<file path="src/rtl/battery_low_voltage_cutoff_defines.svh">
// ----------------------------------------------------------------------------
// battery low voltage cutoff assertion macros
// shared property forms for the cutoff block checks
// ----------------------------------------------------------------------------
`ifndef BATTERY_LOW_VOLTAGE_CUTOFF_DEFINES_SVH
`define BATTERY_LOW_VOLTAGE_CUTOFF_DEFINES_SVH

// same-cycle implication
`define BCUT_ASSERT_NOW(lbl, ante, cons, msg) \
    lbl: assert property (@(posedge aclk) disable iff (!aresetn) (ante) |-> (cons)) \
        else $error(msg);

// next-cycle implication
`define BCUT_ASSERT_NEXT(lbl, ante, cons, msg) \
    lbl: assert property (@(posedge aclk) disable iff (!aresetn) (ante) |=> (cons)) \
        else $error(msg);

`endif

</file>
<file path="src/rtl/bcut_pkg.sv">
// ----------------------------------------------------------------------------
// bcut_pkg
// types, register indexes and reset values of the battery cutoff block
// ----------------------------------------------------------------------------
package bcut_pkg;

    localparam int unsigned CFG_IDX_W  = 3;
    localparam int unsigned CFG_DATA_W = 8;

    localparam logic [CFG_IDX_W-1:0] REG_TRIP_LEVEL       = 3'd0;
    localparam logic [CFG_IDX_W-1:0] REG_RELEASE_LEVEL    = 3'd1;
    localparam logic [CFG_IDX_W-1:0] REG_RETRY_LIMIT      = 3'd2;
    localparam logic [CFG_IDX_W-1:0] REG_TIMEOUT_SECONDS  = 3'd3;
    localparam logic [CFG_IDX_W-1:0] REG_TICKS_PER_SECOND = 3'd4;

    localparam logic [7:0] TRIP_LEVEL_RST       = 8'd166;
    localparam logic [7:0] RELEASE_LEVEL_RST    = 8'd174;
    localparam logic [3:0] RETRY_LIMIT_RST      = 4'hA;
    localparam logic [7:0] TIMEOUT_SECONDS_RST  = 8'h5;
    localparam logic [3:0] TICKS_PER_SECOND_RST = 4'h4;

    localparam logic [3:0] CUTOFF_MAX  = 4'd15;
    localparam logic [7:0] SECONDS_MAX = 8'd255;

    typedef enum logic [2:0] {
        MODE_RUN  = 3'b001,
        MODE_WAIT = 3'b010,
        MODE_DEAD = 3'b100
    } mode_t;

    typedef struct packed {
        logic [7:0] trip_level;
        logic [7:0] release_level;
        logic [3:0] retry_limit;
        logic [7:0] timeout_seconds;
        logic [3:0] ticks_per_second;
    } cfg_t;

    typedef struct packed {
        logic       load_on;
        logic       waiting;
        logic       shut_down;
        logic       led_on;
        logic [3:0] cutoff_count;
    } result_t;

endpackage

</file>
<file path="src/rtl/battery_low_voltage_cutoff.sv">
// ----------------------------------------------------------------------------
// battery_low_voltage_cutoff
// low voltage load disconnect with hysteresis, retry limit and recovery timeout
// path: an accepted beat is held in the input registers, then its result is captured in the result register
// throughput: one beat per cycle while the result side is not stalled, set by the input and result registers
// reset: state returns to running with load on, counters and led cleared
// reset: configuration registers return to their default levels
// ----------------------------------------------------------------------------
`include "battery_low_voltage_cutoff_defines.svh"

module battery_low_voltage_cutoff (
    input  logic                             aclk,
    input  logic                             aresetn,
    input  logic                             cfg_we,
    input  logic [bcut_pkg::CFG_IDX_W-1:0]   cfg_index,
    input  logic [bcut_pkg::CFG_DATA_W-1:0]  cfg_data,
    input  logic                             s_valid,
    output logic                             s_ready,
    input  logic                             s_func,
    input  logic [7:0]                       s_sample,
    output logic                             m_valid,
    input  logic                             m_ready,
    output logic                             m_load_on,
    output logic                             m_waiting,
    output logic                             m_shut_down,
    output logic                             m_led_on,
    output logic [3:0]                       m_cutoff_count
);

    bcut_pkg::cfg_t    cfg;
    bcut_pkg::result_t res;
    bcut_pkg::result_t res_reg;

    logic       in_valid_reg;
    logic       in_func_reg;
    logic [7:0] in_sample_reg;
    logic       out_valid_reg;
    logic       advance;

    assign advance = in_valid_reg && (!out_valid_reg || m_ready);
    assign s_ready = !in_valid_reg || advance;

    bcut_cfg u_cfg (
        .aclk      (aclk),
        .aresetn   (aresetn),
        .cfg_we    (cfg_we),
        .cfg_index (cfg_index),
        .cfg_data  (cfg_data),
        .cfg       (cfg)
    );

    bcut_core u_core (
        .aclk    (aclk),
        .aresetn (aresetn),
        .step    (advance),
        .func    (in_func_reg),
        .sample  (in_sample_reg),
        .cfg     (cfg),
        .res     (res)
    );

    always_ff @(posedge aclk) begin
        if (!aresetn) begin
            in_valid_reg  <= 1'b0;
            out_valid_reg <= 1'b0;
        end else begin
            if (s_ready) begin
                in_valid_reg <= s_valid;
            end
            if (advance) begin
                out_valid_reg <= 1'b1;
            end else if (m_ready) begin
                out_valid_reg <= 1'b0;
            end
        end
    end

    always_ff @(posedge aclk) begin
        if (s_valid && s_ready) begin
            in_func_reg   <= s_func;
            in_sample_reg <= s_sample;
        end
        if (advance) begin
            res_reg <= res;
        end
    end

    assign m_valid        = out_valid_reg;
    assign m_load_on      = res_reg.load_on;
    assign m_waiting      = res_reg.waiting;
    assign m_shut_down    = res_reg.shut_down;
    assign m_led_on       = res_reg.led_on;
    assign m_cutoff_count = res_reg.cutoff_count;

    // checks
    `BCUT_ASSERT_NOW(a_mode_onehot, m_valid, $onehot({m_load_on, m_waiting, m_shut_down}), "mode flags not one-hot")
    `BCUT_ASSERT_NOW(a_led_dead, m_valid && m_shut_down, !m_led_on, "led lit after shutdown")
    `BCUT_ASSERT_NEXT(a_dead_sticky, m_valid && m_ready && m_shut_down, !m_valid || m_shut_down, "left shutdown")
    `BCUT_ASSERT_NEXT(a_count_mono, m_valid && m_ready, !m_valid || m_cutoff_count >= $past(m_cutoff_count), "cutoff count fell")
    `BCUT_ASSERT_NOW(a_stall_cause, !s_ready, in_valid_reg && out_valid_reg && !m_ready, "input stalled without cause")

endmodule

</file>
<file path="src/rtl/bcut_cfg.sv">
// ----------------------------------------------------------------------------
// bcut_cfg
// configuration register file of the battery cutoff block
// ----------------------------------------------------------------------------
module bcut_cfg (
    input  logic                             aclk,
    input  logic                             aresetn,
    input  logic                             cfg_we,
    input  logic [bcut_pkg::CFG_IDX_W-1:0]   cfg_index,
    input  logic [bcut_pkg::CFG_DATA_W-1:0]  cfg_data,
    output bcut_pkg::cfg_t                   cfg
);

    bcut_pkg::cfg_t cfg_reg;
    bcut_pkg::cfg_t cfg_next;

    always_comb begin
        cfg_next = cfg_reg;
        if (cfg_we) begin
            unique case (cfg_index)
                bcut_pkg::REG_TRIP_LEVEL:       cfg_next.trip_level       = cfg_data;
                bcut_pkg::REG_RELEASE_LEVEL:    cfg_next.release_level    = cfg_data;
                bcut_pkg::REG_RETRY_LIMIT:      cfg_next.retry_limit      = cfg_data[3:0];
                bcut_pkg::REG_TIMEOUT_SECONDS:  cfg_next.timeout_seconds  = cfg_data;
                bcut_pkg::REG_TICKS_PER_SECOND: cfg_next.ticks_per_second = cfg_data[3:0];
                default: ;
            endcase
        end
    end

    always_ff @(posedge aclk) begin
        if (!aresetn) begin
            cfg_reg.trip_level       <= bcut_pkg::TRIP_LEVEL_RST;
            cfg_reg.release_level    <= bcut_pkg::RELEASE_LEVEL_RST;
            cfg_reg.retry_limit      <= bcut_pkg::RETRY_LIMIT_RST;
            cfg_reg.timeout_seconds  <= bcut_pkg::TIMEOUT_SECONDS_RST;
            cfg_reg.ticks_per_second <= bcut_pkg::TICKS_PER_SECOND_RST;
        end else begin
            cfg_reg <= cfg_next;
        end
    end

    assign cfg = cfg_reg;

endmodule

</file>
<file path="src/rtl/bcut_core.sv">
// ----------------------------------------------------------------------------
// bcut_core
// cutoff state and its registered update for one beat
// ----------------------------------------------------------------------------
module bcut_core (
    input  logic                aclk,
    input  logic                aresetn,
    input  logic                step,
    input  logic                func,
    input  logic [7:0]          sample,
    input  bcut_pkg::cfg_t      cfg,
    output bcut_pkg::result_t   res
);

    bcut_pkg::mode_t mode_reg, mode_next;
    logic [3:0]      cutoffs_reg, cutoffs_next;
    logic [7:0]      seconds_reg, seconds_next;
    logic [3:0]      quarter_reg, quarter_next;
    logic            led_reg, led_next;

    logic [3:0]      quarter_inc;
    logic [3:0]      cutoffs_inc;

    assign quarter_inc = quarter_reg + 4'd1;
    assign cutoffs_inc = (cutoffs_reg < bcut_pkg::CUTOFF_MAX) ? cutoffs_reg + 4'd1
                                                              : cutoffs_reg;

    always_comb begin
        mode_next    = mode_reg;
        cutoffs_next = cutoffs_reg;
        seconds_next = seconds_reg;
        quarter_next = quarter_reg;
        led_next     = led_reg;
        if (mode_reg == bcut_pkg::MODE_RUN || mode_reg == bcut_pkg::MODE_WAIT) begin
            if (func) begin
                led_next     = 1'b0;
                quarter_next = quarter_inc;
                if (quarter_inc >= cfg.ticks_per_second) begin
                    quarter_next = 4'd0;
                    if (seconds_reg < bcut_pkg::SECONDS_MAX) begin
                        seconds_next = seconds_reg + 8'd1;
                    end
                    led_next = 1'b1;
                    if (mode_reg == bcut_pkg::MODE_WAIT
                            && seconds_next > cfg.timeout_seconds) begin
                        mode_next = bcut_pkg::MODE_DEAD;
                        led_next  = 1'b0;
                    end
                end
            end else begin
                unique case (mode_reg)
                    bcut_pkg::MODE_RUN: begin
                        if (sample < cfg.trip_level) begin
                            cutoffs_next = cutoffs_inc;
                            if (cutoffs_inc >= cfg.retry_limit) begin
                                mode_next = bcut_pkg::MODE_DEAD;
                                led_next  = 1'b0;
                            end else begin
                                mode_next    = bcut_pkg::MODE_WAIT;
                                seconds_next = 8'd0;
                            end
                        end
                    end
                    default: begin
                        if (sample >= cfg.release_level) begin
                            mode_next = bcut_pkg::MODE_RUN;
                        end
                    end
                endcase
            end
        end
    end

    always_ff @(posedge aclk) begin
        if (!aresetn) begin
            mode_reg    <= bcut_pkg::MODE_RUN;
            cutoffs_reg <= 4'd0;
            seconds_reg <= 8'd0;
            quarter_reg <= 4'd0;
            led_reg     <= 1'b0;
        end else if (step) begin
            mode_reg    <= mode_next;
            cutoffs_reg <= cutoffs_next;
            seconds_reg <= seconds_next;
            quarter_reg <= quarter_next;
            led_reg     <= led_next;
        end
    end

    always_comb begin
        res.load_on      = (mode_next == bcut_pkg::MODE_RUN);
        res.waiting      = (mode_next == bcut_pkg::MODE_WAIT);
        res.shut_down    = !(res.load_on || res.waiting);
        res.led_on       = !res.shut_down && led_next;
        res.cutoff_count = cutoffs_next;
    end

endmodule

</file>
<file path="config.mk">
export PLATFORM = sky130hd
export DESIGN_NAME = battery_low_voltage_cutoff
export DESIGN_NICKNAME = d
export VERILOG_FILES = /design/src/rtl/bcut_pkg.sv /design/src/rtl/battery_low_voltage_cutoff.sv /design/src/rtl/bcut_cfg.sv /design/src/rtl/bcut_core.sv
export VERILOG_INCLUDE_DIRS = /design/src /design/src/rtl
export SDC_FILE = /design/constraint.sdc
export NUM_CORES = 1
export LEC_CHECK = 0
export ABC_AREA = 1
export BUFFER_PORTS_ARGS = -buffer_cell sky130_fd_sc_hd__buf_4
export CELL_PAD_IN_SITES_DETAIL_PLACEMENT = 0
export CELL_PAD_IN_SITES_GLOBAL_PLACEMENT = 1
export CORE_MARGIN = 5
export CORE_UTILIZATION = 27
export DETAILED_ROUTE_END_ITERATION = 6
export GPL_ROUTABILITY_DRIVEN = 0
export PLACE_DENSITY_LB_ADDON = 0.1
export SYNTH_ARGS = -nofsm -noshare
export SYNTH_HDL_FRONTEND = slang
export SYNTH_SLANG_ARGS = --single-unit
</file>
<file path="constraint.sdc">
create_clock -name aclk -period 4.8 [get_ports aclk]
set_input_delay 0.96 -clock aclk [delete_from_list [all_inputs] [get_ports aclk]]
set_output_delay 0.96 -clock aclk [all_outputs]
set_load 0.005 [all_outputs]
</file>
==> flow_summary.yaml <==
timing:
  worst_clock_skew_ns: 0.01017
  worstMarginPinSlew_ns: 0.6193
  hold_viol: 0
  fmaxAchievable_ghz: 0.3515
  period_needed_ns: 2.845
  max_slew_margin_pct: 58.67
  slew_violations: 0
  tns_ns: 0
  final-setup-viol-count: 0
  fin_crit_sh_pct: 59.26
  rsz0062_at_grt: "no"
  fin_ws_ns: 1.955
power:
  intPower_w: 0.001117
  p_leak_nw: 2.166
  power.total_w: 0.001500
  clkPwrFrac_pct: 43.4
  switching_share_pct: 25.54
  p_sw_w: 0.0003830
  pwr-share-comb_pct: 12.6
  seq_power_share_pct: 44.0
  ir_drop_v: 0.0001681
  power_density_nw_per_um2: 330.7
global_route:
  grt_max_degree: 40
  grt_usage_pct: 11.98
  grt_pass1_wl_mm: 15.19
  grt_overflow: 0
  grt_pass1_vias: 3016
  antenna_found_initial: 0
die:
  die_area_um2: 16640
  die_h_um: 129.0
  ios: 35
  die-width_um: 129.0
  rows: 43
  coreArea_um2: 13880
  initial_core_util_pct: 27.55
detailed_routing:
  drt-initial-drc-count: 139
  vias_per_cell: 4.378
  wl_per_cell_um: 13.08
  drc_errors: 0
  drt_pass1_iterations: 4
  totalWireLength_mm: 9.299
  vias: 3113
  ant_nets: 0
synthesis:
  seq_area_frac_synth_pct: 41.62
  synth_top_cell_by_area: "dfxtp_1"
  synth_nets: 549
  synth_top_area_share_pct: 28.27
  yosys_warnings: 0
  ys_seq_elements: 71
  netlist_area_um2: 3824
  synth_common_cells: "nand2_1 (90), inv_1 (85), dfxtp_1 (54), a21oi_1 (46)"
  synthDistinctLibCells: 35
  avgSynthCellArea_um2: 7.803
  synth_area_leaders: "dfxtp_1 (28%), edfxtp_1 (13%), ha_1 (11%)"
  synthCells: 490
  synth_top_flop_cell: "dfxtp_1"
  synth.most_common_cell: "nand2_1"
  async_flop_share_pct: 0
  synth_edf_count: 17
layout:
  drive_gt1_share_pct: 11.68
  fin_nets: 585
  area_delta_synth_final_pct: 18.59
  layout.cells.non_filler: 711
  n_antenna_cell: 0
  multi_input_area_um2: 1841
  fillers: 1490
  seq_area_um2: 1592
  fin_area_um2: 4534
  largest_reg_flops: 32
critical_path:
  cp_slowest_cell: "dfxtp_1"
  r2r_end: "m_shut_down"
  path_max_fanout: 7
  crit_start: "u_core.seconds_reg[0]"
  crit_path_end_kind: "flop"
  endpoint: "m_shut_down"
  r2r_setup_slack_ns: 1.96
  crit_required_ns: 4.90
  r2r_cells: 20
  slowest_delay_ns: 0.40
  critPathLaunchType: "flop"
  cpMostUsedCell: "nand2_1"
  arrival_ns: 2.94
  crit_chain: "ha_1, nand2_1, inv_2, nand4_2, or2_1, nand2_1, o21ai_2, ha_1, inv_1, nor2_1, o21bai_1, nand2_1, nand2_1, nand2_1, nand3_1, nand3_1, nand2_1, nand2_1, inv_1, nor2_1"
  worstSetupPathType: "flop to flop"
  rr_startpoint: "u_core.seconds_reg[0]"
clock_network:
  cts.repair.resized: 0
  cts.path.max_buffers: 2
  post_cts.repair.setup_buffers: 0
  clock-sinks: 71
  h-tree-depth: 3
  clock_latency_ns: 0.35
  clk_pin_slew_ns: 0.06
  cts_inserted_buffers: 9
  cts_hold_buf: 0
  cts_tree: "yes"
  root_buffer: "clkbuf_16"
hold_path:
  worstHoldStart: "u_cfg.cfg[11]"
  hold_depth: 2
  min_path_type: "flop to flop"
status:
  outcome: "finished clean"
placement:
  place_inst: 695
  dp_hpwl_mm: 7.071
  dp_slack_ns: 1.954
  io_buffers: 34
  place_area_um2: 4250
run:
  max-cap-violations: 0
## per-stage QoR
step                util, %  hold slack, ns
detailed placement    30.62          0.4575
CTS                   32.67          0.4666
global route          32.67          0.4882
finish                32.67          0.4629
floorplan                 -          0.4353
global placement      30.62          0.4540
## cells in the final DEF, fill, tap and decap left out, types with 2 or more instances in the layout
cell / Yosys / routed
clkinv_2: 0 / 2
o21a_1: 2 / 2
nand4_1: 8 / 8
clkbuf_16: 0 / 9
nand2_1: 90 / 90
a21oi_1: 46 / 46
xor2_1: 5 / 5
a31oi_1: 2 / 2
ha_1: 34 / 34
o211ai_1: 16 / 16
o21ai_0: 34 / 34
inv_1: 85 / 85
nand3_1: 30 / 30
dfxtp_1: 54 / 54
o21bai_1: 2 / 2
nand2_2: 3 / 3
buf_4: 0 / 35
inv_2: 3 / 3
edfxtp_1: 17 / 17
nor2_1: 32 / 32
or2_2: 2 / 2
clkbuf_1: 6 / 3
nor3_1: 2 / 2
## routing by layer
metal,vias to the layer above,track usage (%),wire length (um)
met1,1386,14.97,4536
met3,7,3.570,266
met5,-,0,0
met4,0,5.188,142
li1,1685,-,-
met2,35,19.15,4352
## power groups by stage
stage               Clock [W]  Sequential [W]  Combinational [W]
finish               0.000651        0.000659           0.000189
global placement            0        0.000672           0.000193
global route         0.000707        0.000662           0.000221
detailed placement          0        0.000672           0.000193
CTS                  0.000681        0.000659           0.000194
floorplan                   0        0.000668           0.000129
## layout make-up
class | count | area share (%)
Tap cell | 180 | 4.967
Sequential cell | 71 | 35.10
Clock inverter | 4 | 1.049
Timing Repair Buffer | 35 | 5.795
Clock buffer | 12 | 5.215
Multi-Input combinational cell | 321 | 40.59
Inverter | 88 | 7.285
## kinds of logic after synthesis
| group | after synthesis | share of synthesized area [%] |
|---|---|---|
| muxes | 1 | 0.2618 |
| buffers and inverters | 98 | 10.24 |
| adders and majority gates | 34 | 11.13 |
| AOI/OAI and AO/OA | 107 | 15.71 |
| xor gates and xnor gates | 6 | 1.374 |
| DFF | 71 | 41.62 |
| and+or+nand+nor | 173 | 19.67 |
## worst max-delay path: cells and delay by family (launching register included)
| kind | cells | cell delay [ns] |
|---|---|---|
| compound gates | 2 | 0.18 |
| fa+ha+maj | 2 | 0.47 |
| buf+inv | 3 | 0.25 |
| flops | 1 | 0.40 |
| simple gates | 13 | 1.30 |
## worst min-delay path by stage
stage | end | slack, ns
5_1_grt | u_cfg.cfg[4] | 0.49
3_5_place_dp | u_cfg.cfg[4] | 0.46
2_1_floorplan | u_cfg.cfg[10] | 0.44
3_3_place_gp | u_cfg.cfg[3] | 0.45
4_1_cts | u_cfg.cfg[3] | 0.47
6_report | u_cfg.cfg[11] | 0.46
Power figures use the tool's default switching activity.
